[src/kwsm_pkg.sv]
`timescale 1ns / 1ps
// ----------------------------------------------------------------------------
// kwsm_pkg
// Shared types and constants of the k-way sorted merge block: command and
// result beats, status and operation codes, and the comparator control bundle.
// ----------------------------------------------------------------------------
package kwsm_pkg;

  localparam int unsigned LIST_COUNT_DEF = 8;
  localparam int unsigned LIST_DEPTH_DEF = 256;
  localparam int unsigned VALUE_W        = 32;
  localparam int unsigned INDEX_W        = 3;

  typedef enum logic {
    OP_PUSH = 1'b0,
    OP_POP  = 1'b1
  } op_e;

  typedef enum logic [1:0] {
    ST_OK    = 2'd0,
    ST_FULL  = 2'd1,
    ST_EMPTY = 2'd2
  } status_e;

  typedef struct packed {
    op_e                        opcode;
    logic [INDEX_W-1:0]         list_index;
    logic signed [VALUE_W-1:0]  value;
  } cmd_t;

  typedef struct packed {
    status_e                    status;
    logic signed [VALUE_W-1:0]  merged_value;
  } result_t;

  // Control of the shared minimum unit.
  typedef struct packed {
    logic clear;
    logic load;
  } min_ctrl_t;

endpackage

[src/kwsm_min.sv]
`timescale 1ns / 1ps
// ----------------------------------------------------------------------------
// kwsm_min
// Shared signed comparator with a running-minimum register. Candidates are
// offered one per cycle; the first of several equal values is kept.
// ----------------------------------------------------------------------------
module kwsm_min #(
  parameter int unsigned TAG_W = 8
) (
  input  logic                               clk_i,
  input  logic                               rst_ni,
  input  kwsm_pkg::min_ctrl_t                ctrl_i,
  input  logic signed [kwsm_pkg::VALUE_W-1:0] value_i,
  input  logic [TAG_W-1:0]                   tag_i,
  output logic                               found_o,
  output logic signed [kwsm_pkg::VALUE_W-1:0] min_o,
  output logic [TAG_W-1:0]                   tag_o
);

  logic                                found_q, found_d;
  logic signed [kwsm_pkg::VALUE_W-1:0] best_q, best_d;
  logic [TAG_W-1:0]                    tag_q, tag_d;
  logic                                take;

  assign take = ctrl_i.load && (!found_q || (value_i < best_q));

  always_comb begin
    found_d = found_q;
    best_d  = best_q;
    tag_d   = tag_q;
    if (ctrl_i.clear) begin
      found_d = 1'b0;
    end else if (take) begin
      found_d = 1'b1;
      best_d  = value_i;
      tag_d   = tag_i;
    end
  end

  always_ff @(posedge clk_i or negedge rst_ni) begin
    if (!rst_ni) begin
      found_q <= 1'b0;
    end else begin
      found_q <= found_d;
    end
  end

  always_ff @(posedge clk_i) begin
    best_q <= best_d;
    tag_q  <= tag_d;
  end

  assign found_o = found_q;
  assign min_o   = best_q;
  assign tag_o   = tag_q;

endmodule

[config.mk]
export PLATFORM = sky130hd
export DESIGN_NAME = kwsm_min
export DESIGN_NICKNAME = d
export VERILOG_FILES = /design/src/kwsm_pkg.sv /design/src/kwsm_min.sv
export SDC_FILE = /design/constraint.sdc
export NUM_CORES = 1
export LEC_CHECK = 0
export BUFFER_PORTS_ARGS = -buffer_cell sky130_fd_sc_hd__buf_2
export CAP_MARGIN = 20
export CORE_MARGIN = 3
export CORE_UTILIZATION = 51
export DETAILED_ROUTE_END_ITERATION = 7
export HOLD_SLACK_MARGIN = 0.08
export PLACE_DENSITY = 0.84
export SYNTH_ARGS = -nofsm -noshare
export SYNTH_HDL_FRONTEND = slang
export SYNTH_SLANG_ARGS = --single-unit
[constraint.sdc]
create_clock -name clk_i -period 10.65 [get_ports clk_i]
set_input_delay 2.13 -clock clk_i [delete_from_list [all_inputs] [get_ports clk_i]]
set_output_delay 2.13 -clock clk_i [all_outputs]
set_load 0.005 [all_outputs]
==> summary.txt, run 1 <==
Synth
  – Syn Nets: 233
  – Count of warnings emitted by yosys: 0
  – Synth Area per Inst: 13.0 µm²
  – Cell count after synthesis: 158
  – Cell area after synthesis: 0.00206 mm²
  – Share of synthesized area occupied by flip-flops and latches: 0.595
  – Number of synthesized register bits: 41
  – Number of distinct library cells after synthesis: 24

Outcome
  – Outcome: completed

Clocking
  – Hold Buf Count CTS: 0
  – # clock sinks: 41
  – CTS tree: built
  – Clock-pin slew reported for the worst setup and hold paths after clock tree synthesis: 0.07 ns
  – Clock buffers created by TritonCTS: 5
  – Post-CTS Setup Bufs: 0
  – H-tree lvl count: 2
  – Source-to-sink clock delay at the later pin of the worst-skew pair: 0.29 ns
  – Clock tree root driver cell: sky130_fd_sc_hd__clkbuf_8
  – Maximum clock insertion buffer count: 2
  – Resized Gates After CTS: 0

Timing
  – Final critical path time including I/O delays and setup: 4.69 ns
  – Pins Over Slew Limit: 0
  – Least-Margin Pin Slew: 0.802 ns
  – Number of endpoints with negative hold slack in the final report: 0
  – Post-route worst hold slack: 0.564 ns
  – Unrepaired setup endpoints after global routing: false
  – Setup Total Neg Slack: 0 ns
  – Largest clock skew in the final design: 0.0109 ns
  – Max Clk Rate: 213 MHz
  – PnR worst setup slack: 5.96 ns
  – Final clock period utilization by the worst path: 0.440
  – Worst rel slew slack: 0.461
  – Finish-stage setup viols: 0

Cells and area
  – Multi-input gate area in the final layout: 722 µm²
  – Fin nets: 325
  – Number of antenna cells inserted: 0
  – Commonest non-fill, non-tap cell in the layout: sky130_fd_sc_hd__buf_2
  – Most frequent cells in the layout: 84 x sky130_fd_sc_hd__buf_2, 40 x sky130_fd_sc_hd__edfxtp_1, 32 x sky130_fd_sc_hd__inv_1
  – Filler cells: 276
  – Layout Area Growth over Synthesis: 28.7%
  – Final instance area: 0.00265 mm²
  – Register area: 0.00123 mm²
  – Fraction of final layout cells with drive strength greater than 1: 0.390

Setup path
  – Cell breakdown of the critical path: buf_2 > ha_1 > a21oi_1 > o21ai_1 > a221o_1 > a211o_1 > nor2b_4 > nor4_4 > buf_4
  – CP Class: primary input to flop
  – Signal arrival time at the worst endpoint: 4.64 ns
  – CP Buf/Inv Count: 2
  – Slowest stage delay, CP: 0.60 ns
  – Worst path depth: 9
  – Family with the most delay on the worst path: compound AO/OA/AOI/OAI gates
  – Number of cells traversed by the worst register-to-register path: 9
  – Data required time of the worst path: 10.60 ns
  – Critical-path cell with the highest stage delay: sky130_fd_sc_hd__nor4_4
  – Largest fanout on the critical path: 28
  – Crit. End Element: flop
  – Kind of start point of the critical path: primary input

Die
  – Floorplan die height: 69.5 µm
  – Die ar.: 0.00484 mm²
  – Cell Rows: 22
  – Number of top-level pins: 85
  – Initial Util: 0.546
  – Width of the chip: 69.5 µm
  – Area of the placeable core: 0.00377 mm²

Detailed routing
  – Final routed DRC violation total: 0
  – 1st-iter DRT viols: 88
  – Detailed-route vias per instance: 5.03
  – Detail-routed net length per standard cell: 13.8 µm
  – DRT Pass-1 Iters: 4
  – Antenna-violating nets left: 0
  – Total Routed Length: 4130 µm
  – Via count: 1503

Min path
  – Hold Crit Depth: 2
  – Worst min-delay path class: flop to flop

Power
  – Max VDD drop: 0.000109 V
  – Leakage Power: 1.27 nW
  – Total chip power: 0.342 mW
  – Pwr dens: 129 mW/mm²

Global routing
  – Via count of the first global-routing pass: 1535
  – Pin count of the biggest net entering global routing: 29
  – Overall track demand over capacity in global routing: 0.181
  – Total congestion overflow: 0
  – Antenna violations before repair: 0
  – Global-route wire length before repair: 6800 µm

Place
  – Worst slack at placement: 5.62 ns
  – Post-detail-place hpwl: 3340 µm
  – Final GP Congestion: 0.769
  – Buffers added on ports: 84
  – Post-DP Area: 0.00256 mm²

Job
  – Reported max-cap violation count: 0
## metal layers
layer  vias up  wire [µm]  GRT usage
li1        763          -          -
met1       674       1840      0.232
met2        61       1950      0.292
met3         5        308     0.0594
met4         0         37     0.0521
met5         -          0          0
## power by group
group | switching [mW] | internal (mW)
Clock | 0.0563 | 0.0473
Combinational | 0.0256 | 0.0226
Sequential | 0.00329 | 0.187
## tightest hold or removal path, stage by stage (launching register included)
cell	delay, ns
sky130_fd_sc_hd__dfrtp_1	0.39
sky130_fd_sc_hd__nor2_1	0.06
sky130_fd_sc_hd__nor2_1	0.07
## cells by family (layout without fill, tap and decap cells)
family,count (synthesis),after routing,share of synthesized area
adders and majority gates,31,31,0.188
DFF,41,41,0.595
buffers and inverters,32,125,0.0583
and+or+nand+nor,27,27,0.0759
AOI/OAI and AO/OA,27,27,0.0820
## Yosys cell counts
master / count / share of area
sky130_fd_sc_hd__a2111oi_0: 1 / 0.0043
sky130_fd_sc_hd__a2111oi_2: 1 / 0.0073
sky130_fd_sc_hd__a211o_1: 1 / 0.0043
sky130_fd_sc_hd__a21o_1: 2 / 0.0073
sky130_fd_sc_hd__a21oi_1: 13 / 0.032
sky130_fd_sc_hd__a21oi_2: 1 / 0.0043
sky130_fd_sc_hd__a221o_1: 1 / 0.0049
sky130_fd_sc_hd__dfrtp_1: 1 / 0.012
sky130_fd_sc_hd__edfxtp_1: 40 / 0.58
sky130_fd_sc_hd__ha_1: 31 / 0.19
sky130_fd_sc_hd__inv_1: 32 / 0.058
sky130_fd_sc_hd__nand2_1: 7 / 0.013
sky130_fd_sc_hd__nand2b_1: 2 / 0.0061
sky130_fd_sc_hd__nand3_1: 3 / 0.0073
sky130_fd_sc_hd__nand4_1: 6 / 0.018
sky130_fd_sc_hd__nor2_1: 4 / 0.0073
sky130_fd_sc_hd__nor2b_4: 1 / 0.0067
sky130_fd_sc_hd__nor3_1: 1 / 0.0024
sky130_fd_sc_hd__nor3b_2: 1 / 0.0061
sky130_fd_sc_hd__nor4_1: 1 / 0.0030
sky130_fd_sc_hd__nor4_2: 1 / 0.0061
sky130_fd_sc_hd__o211ai_1: 1 / 0.0036
sky130_fd_sc_hd__o21ai_0: 5 / 0.012
sky130_fd_sc_hd__o21ai_1: 1 / 0.0024
## through the flow
stage	utilization	std cells
after floorplan	-	158
final	0.703	299
after global routing	0.703	299
after global placement	0.678	291
after detailed placement	0.678	291
after CTS	0.703	299
## flip-flops by register name, summed over array words and instances (netlist names)
signal	flops
min_o	32
tag_o	8
found_o	1
## layout make-up
cell class                 instances  area share
sequential                        41       0.463
clock buffer                       5      0.0260
tap                               48      0.0227
inverter                          32      0.0453
timing repair buffer              85       0.161
multi-input combinational         85       0.272
clock inverter                     3     0.00944
## worst paths after layout
check	from	slack, ns	to
max in group asynchronous	rst_ni	8.96	found_o
min in group asynchronous	rst_ni	1.60	found_o
worst min register to register	found_o	0.56	found_o
worst max-delay path	value_i[23]	5.96	min_o[1]
worst min-delay path	found_o	0.56	found_o
worst max register to register	min_o[23]	7.49	min_o[1]
Note: power is estimated with default switching activity, not from simulation.
==> run 2: changes to the inputs <==
- CORE_UTILIZATION: 51 -> 43
- PLACE_DENSITY: 0.84 -> 0.76
- clock period: 10.65 -> 3.8 ns (I/O delays scaled with it)
==> run 2 against run 1 <==
Non-clock buffer count grew 1. Worst setup slack lost 4.9 ns. Power grew to 3.2 times the previous value. Sequential power grew to 2.8 times the previous value. Sequential cell count is the same. Worst hold slack lost 0.33 ns.
==> summary.txt, run 2 (same netlist as run 1, synthesis figures left out) <==
Clocking
  – Maximum clock insertion buffer count: 2 (unchanged)
  – Clock-pin slew reported for the worst setup and hold paths after clock tree synthesis: 0.08 ns (was 0.07 ns)
  – Resized Gates After CTS: 0 (unchanged)
  – Clock tree root driver cell: sky130_fd_sc_hd__clkbuf_8 (unchanged)
  – CTS tree: built (unchanged)
  – Clock buffers created by TritonCTS: 5 (unchanged)
  – H-tree lvl count: 2 (unchanged)
  – Source-to-sink clock delay at the later pin of the worst-skew pair: 0.28 ns (was 0.29 ns)
  – Hold Buf Count CTS: 0 (unchanged)
  – Post-CTS Setup Bufs: 0 (unchanged)
  – # clock sinks: 41 (unchanged)

Setup path
  – Critical-path cell with the highest stage delay: sky130_fd_sc_hd__buf_4 (was sky130_fd_sc_hd__nor4_4)
  – CP Class: primary input to flop (unchanged)
  – Data required time of the worst path: 3.76 ns (was 10.60 ns)
  – Kind of start point of the critical path: primary input (unchanged)
  – Slowest stage delay, CP: 0.37 ns (was 0.60 ns)
  – Cell breakdown of the critical path: buf_2 > ha_1 > nand4_1 > nor2_1 > a221o_1 > a211o_1 > nor2b_4 > nor4_4 > buf_4 (was buf_2 > ha_1 > a21oi_1 > o21ai_1 > a221o_1 > a211o_1 > nor2b_4 > nor4_4 > buf_4)
  – Crit. End Element: flop (unchanged)
  – Signal arrival time at the worst endpoint: 2.68 ns (was 4.64 ns)
  – Largest fanout on the critical path: 26 (was 28)

Die
  – Number of top-level pins: 85 (unchanged)
  – Area of the placeable core: 0.00447 mm² (was 0.00377 mm²)
  – Floorplan die height: 75.2 µm (was 69.5 µm)
  – Initial Util: 0.460 (was 0.546)
  – Cell Rows: 24 (was 22)
  – Width of the chip: 75.2 µm (was 69.5 µm)
  – Die ar.: 0.00566 mm² (was 0.00484 mm²)

Power
  – Pwr dens: 399 mW/mm² (was 129 mW/mm²)
  – Leakage Power: 1.30 nW (was 1.27 nW)
  – Total chip power: 1.08 mW (was 0.342 mW)
  – Max VDD drop: 0.000233 V (was 0.000109 V)

Detailed routing
  – Final routed DRC violation total: 0 (unchanged)
  – 1st-iter DRT viols: 47 (was 88)
  – Top sig layer: met4 (unchanged)
  – Met3 layer wire length in the routed design: 358 µm (was 308 µm)
  – Detailed-route vias per instance: 4.99 (was 5.03)
  – Met2 wire length: 1920 µm (was 1950 µm)
  – Detail-routed net length per standard cell: 13.8 µm (about the same)
  – Post-Route M1 WL: 1870 µm (was 1840 µm)
  – DRT Pass-1 Iters: 4 (unchanged)
  – Total Routed Length: 4190 µm (was 4130 µm)
  – Via count: 1516 (was 1503)
  – Antenna-violating nets left: 0 (unchanged)

Timing
  – Pins Over Slew Limit: 0 (unchanged)
  – Setup Total Neg Slack: 0 ns (unchanged)
  – Largest clock skew in the final design: 0.00364 ns (was 0.0109 ns)
  – Unrepaired setup endpoints after global routing: false (unchanged)
  – Final critical path time including I/O delays and setup: 2.72 ns
  – Least-Margin Pin Slew: 0.409 ns (was 0.802 ns)
  – Worst rel slew slack: 0.720 (was 0.461)
  – PnR worst setup slack: 1.08 ns (was 5.96 ns)
  – Number of endpoints with negative hold slack in the final report: 0 (unchanged)
  – Finish-stage setup viols: 0 (unchanged)
  – Final clock period utilization by the worst path: 0.715
  – Max Clk Rate: 368 MHz

Cells and area
  – Number of antenna cells inserted: 0 (unchanged)
  – Commonest non-fill, non-tap cell in the layout: sky130_fd_sc_hd__buf_2 (unchanged)
  – Filler cells: 372 (was 276)
  – Layout Area Growth over Synthesis: 31.2% (was 28.7%)
  – Most frequent cells in the layout: 84 x sky130_fd_sc_hd__buf_2, 40 x sky130_fd_sc_hd__edfxtp_1, 32 x sky130_fd_sc_hd__inv_1 (unchanged)
  – Fraction of final layout cells with drive strength greater than 1: 0.393 (was 0.390)
  – Fin nets: 326 (was 325)
  – Largest register FFs: 32 (unchanged)
  – Register area: 0.00123 mm² (unchanged)
  – Final cell count without fillers: 304 (was 299)
  – Multi-input gate area in the final layout: 722 µm² (unchanged)

Global routing
  – Pin count of the biggest net entering global routing: 27 (was 29)
  – Via count of the first global-routing pass: 1515 (was 1535)
  – Total congestion overflow: 0 (unchanged)
  – Global-route wire length before repair: 6630 µm (was 6800 µm)
  – Overall track demand over capacity in global routing: 0.155 (was 0.181)
  – Antenna violations before repair: 0 (unchanged)

Place
  – Placed Cells: 296 (was 291)
  – Final GP Congestion: 0.752 (was 0.769)
  – Buffers added on ports: 84 (unchanged)
  – Post-detail-place hpwl: 3420 µm (was 3340 µm)
  – Worst slack at placement: 0.765 ns (was 5.62 ns)

Min path
  – Worst min-delay path class: primary input to asynchronous set/reset pin (was flop to flop)

Job
  – Reported max-cap violation count: 0 (unchanged)

Outcome
  – Outcome: completed (unchanged)
[run 2: changes by cell type in the layout (fill, tap and decap cells not counted)]
cell and delta:
sky130_fd_sc_hd__clkinvlp_4 -1, sky130_fd_sc_hd__inv_6 -1, sky130_fd_sc_hd__clkinv_2 +1, sky130_fd_sc_hd__clkinv_4 -1
sky130_fd_sc_hd__bufinv_16 +2, sky130_fd_sc_hd__buf_4 +1
[run 2: path summary, 6_finish.rpt]
| path | slack (ns) | depth (start not counted) | startpoint | endpoint |
|---|---|---|---|---|
| max | 1.08 | 9 | value_i[31] | tag_o[5] |
| min | 0.23 | 1 | rst_ni | found_o |
| max reg2reg | 1.25 | 9 | min_o[31] | tag_o[5] |
| min reg2reg | 0.58 | 2 | found_o | found_o |
| max in group asynchronous | 3.48 | 1 | rst_ni | found_o |
| min in group clk_i | 0.58 | 2 | found_o | found_o |
[run 2: critical path: cells and delay by family]
family	cells	cell delay (ns)
AO/OA/AOI/OAI	2	0.54
adder cells (fa/ha/maj)	1	0.35
buffers and inverters	2	0.48
AND/OR/NAND/NOR	4	0.53
[run 2: cell type report]
class | count | share of cell area
clock buffer | 5 | 0.0255
clock inverter | 3 | 0.0241
inverter | 32 | 0.0444
multi-input combinational | 85 | 0.267
sequential | 41 | 0.454
tap | 52 | 0.0241
timing repair buffer | 86 | 0.161
[run 2: layer usage]
layer  up-vias  track usage
li1        761            -
met1       688        0.193
met2        62        0.267
met3         5       0.0414
met4         0       0.0408
met5         -            0
[run 2: power breakdown]
group	total, mW	switching (mW)	internal, mW
sequential	0.533	0.00968	0.523
combinational	0.135	0.0712	0.0642
clock	0.409	0.148	0.261
[run 2: per-stage QoR]
step                hold WS (ns)   util  cell area, µm²
global placement           0.537  0.574            2570
CTS                        0.219  0.604            2700
detailed placement         0.538  0.574            2570
global route               0.213  0.604            2700
floorplan                  0.464      -            2070
finish                     0.232  0.604            2700
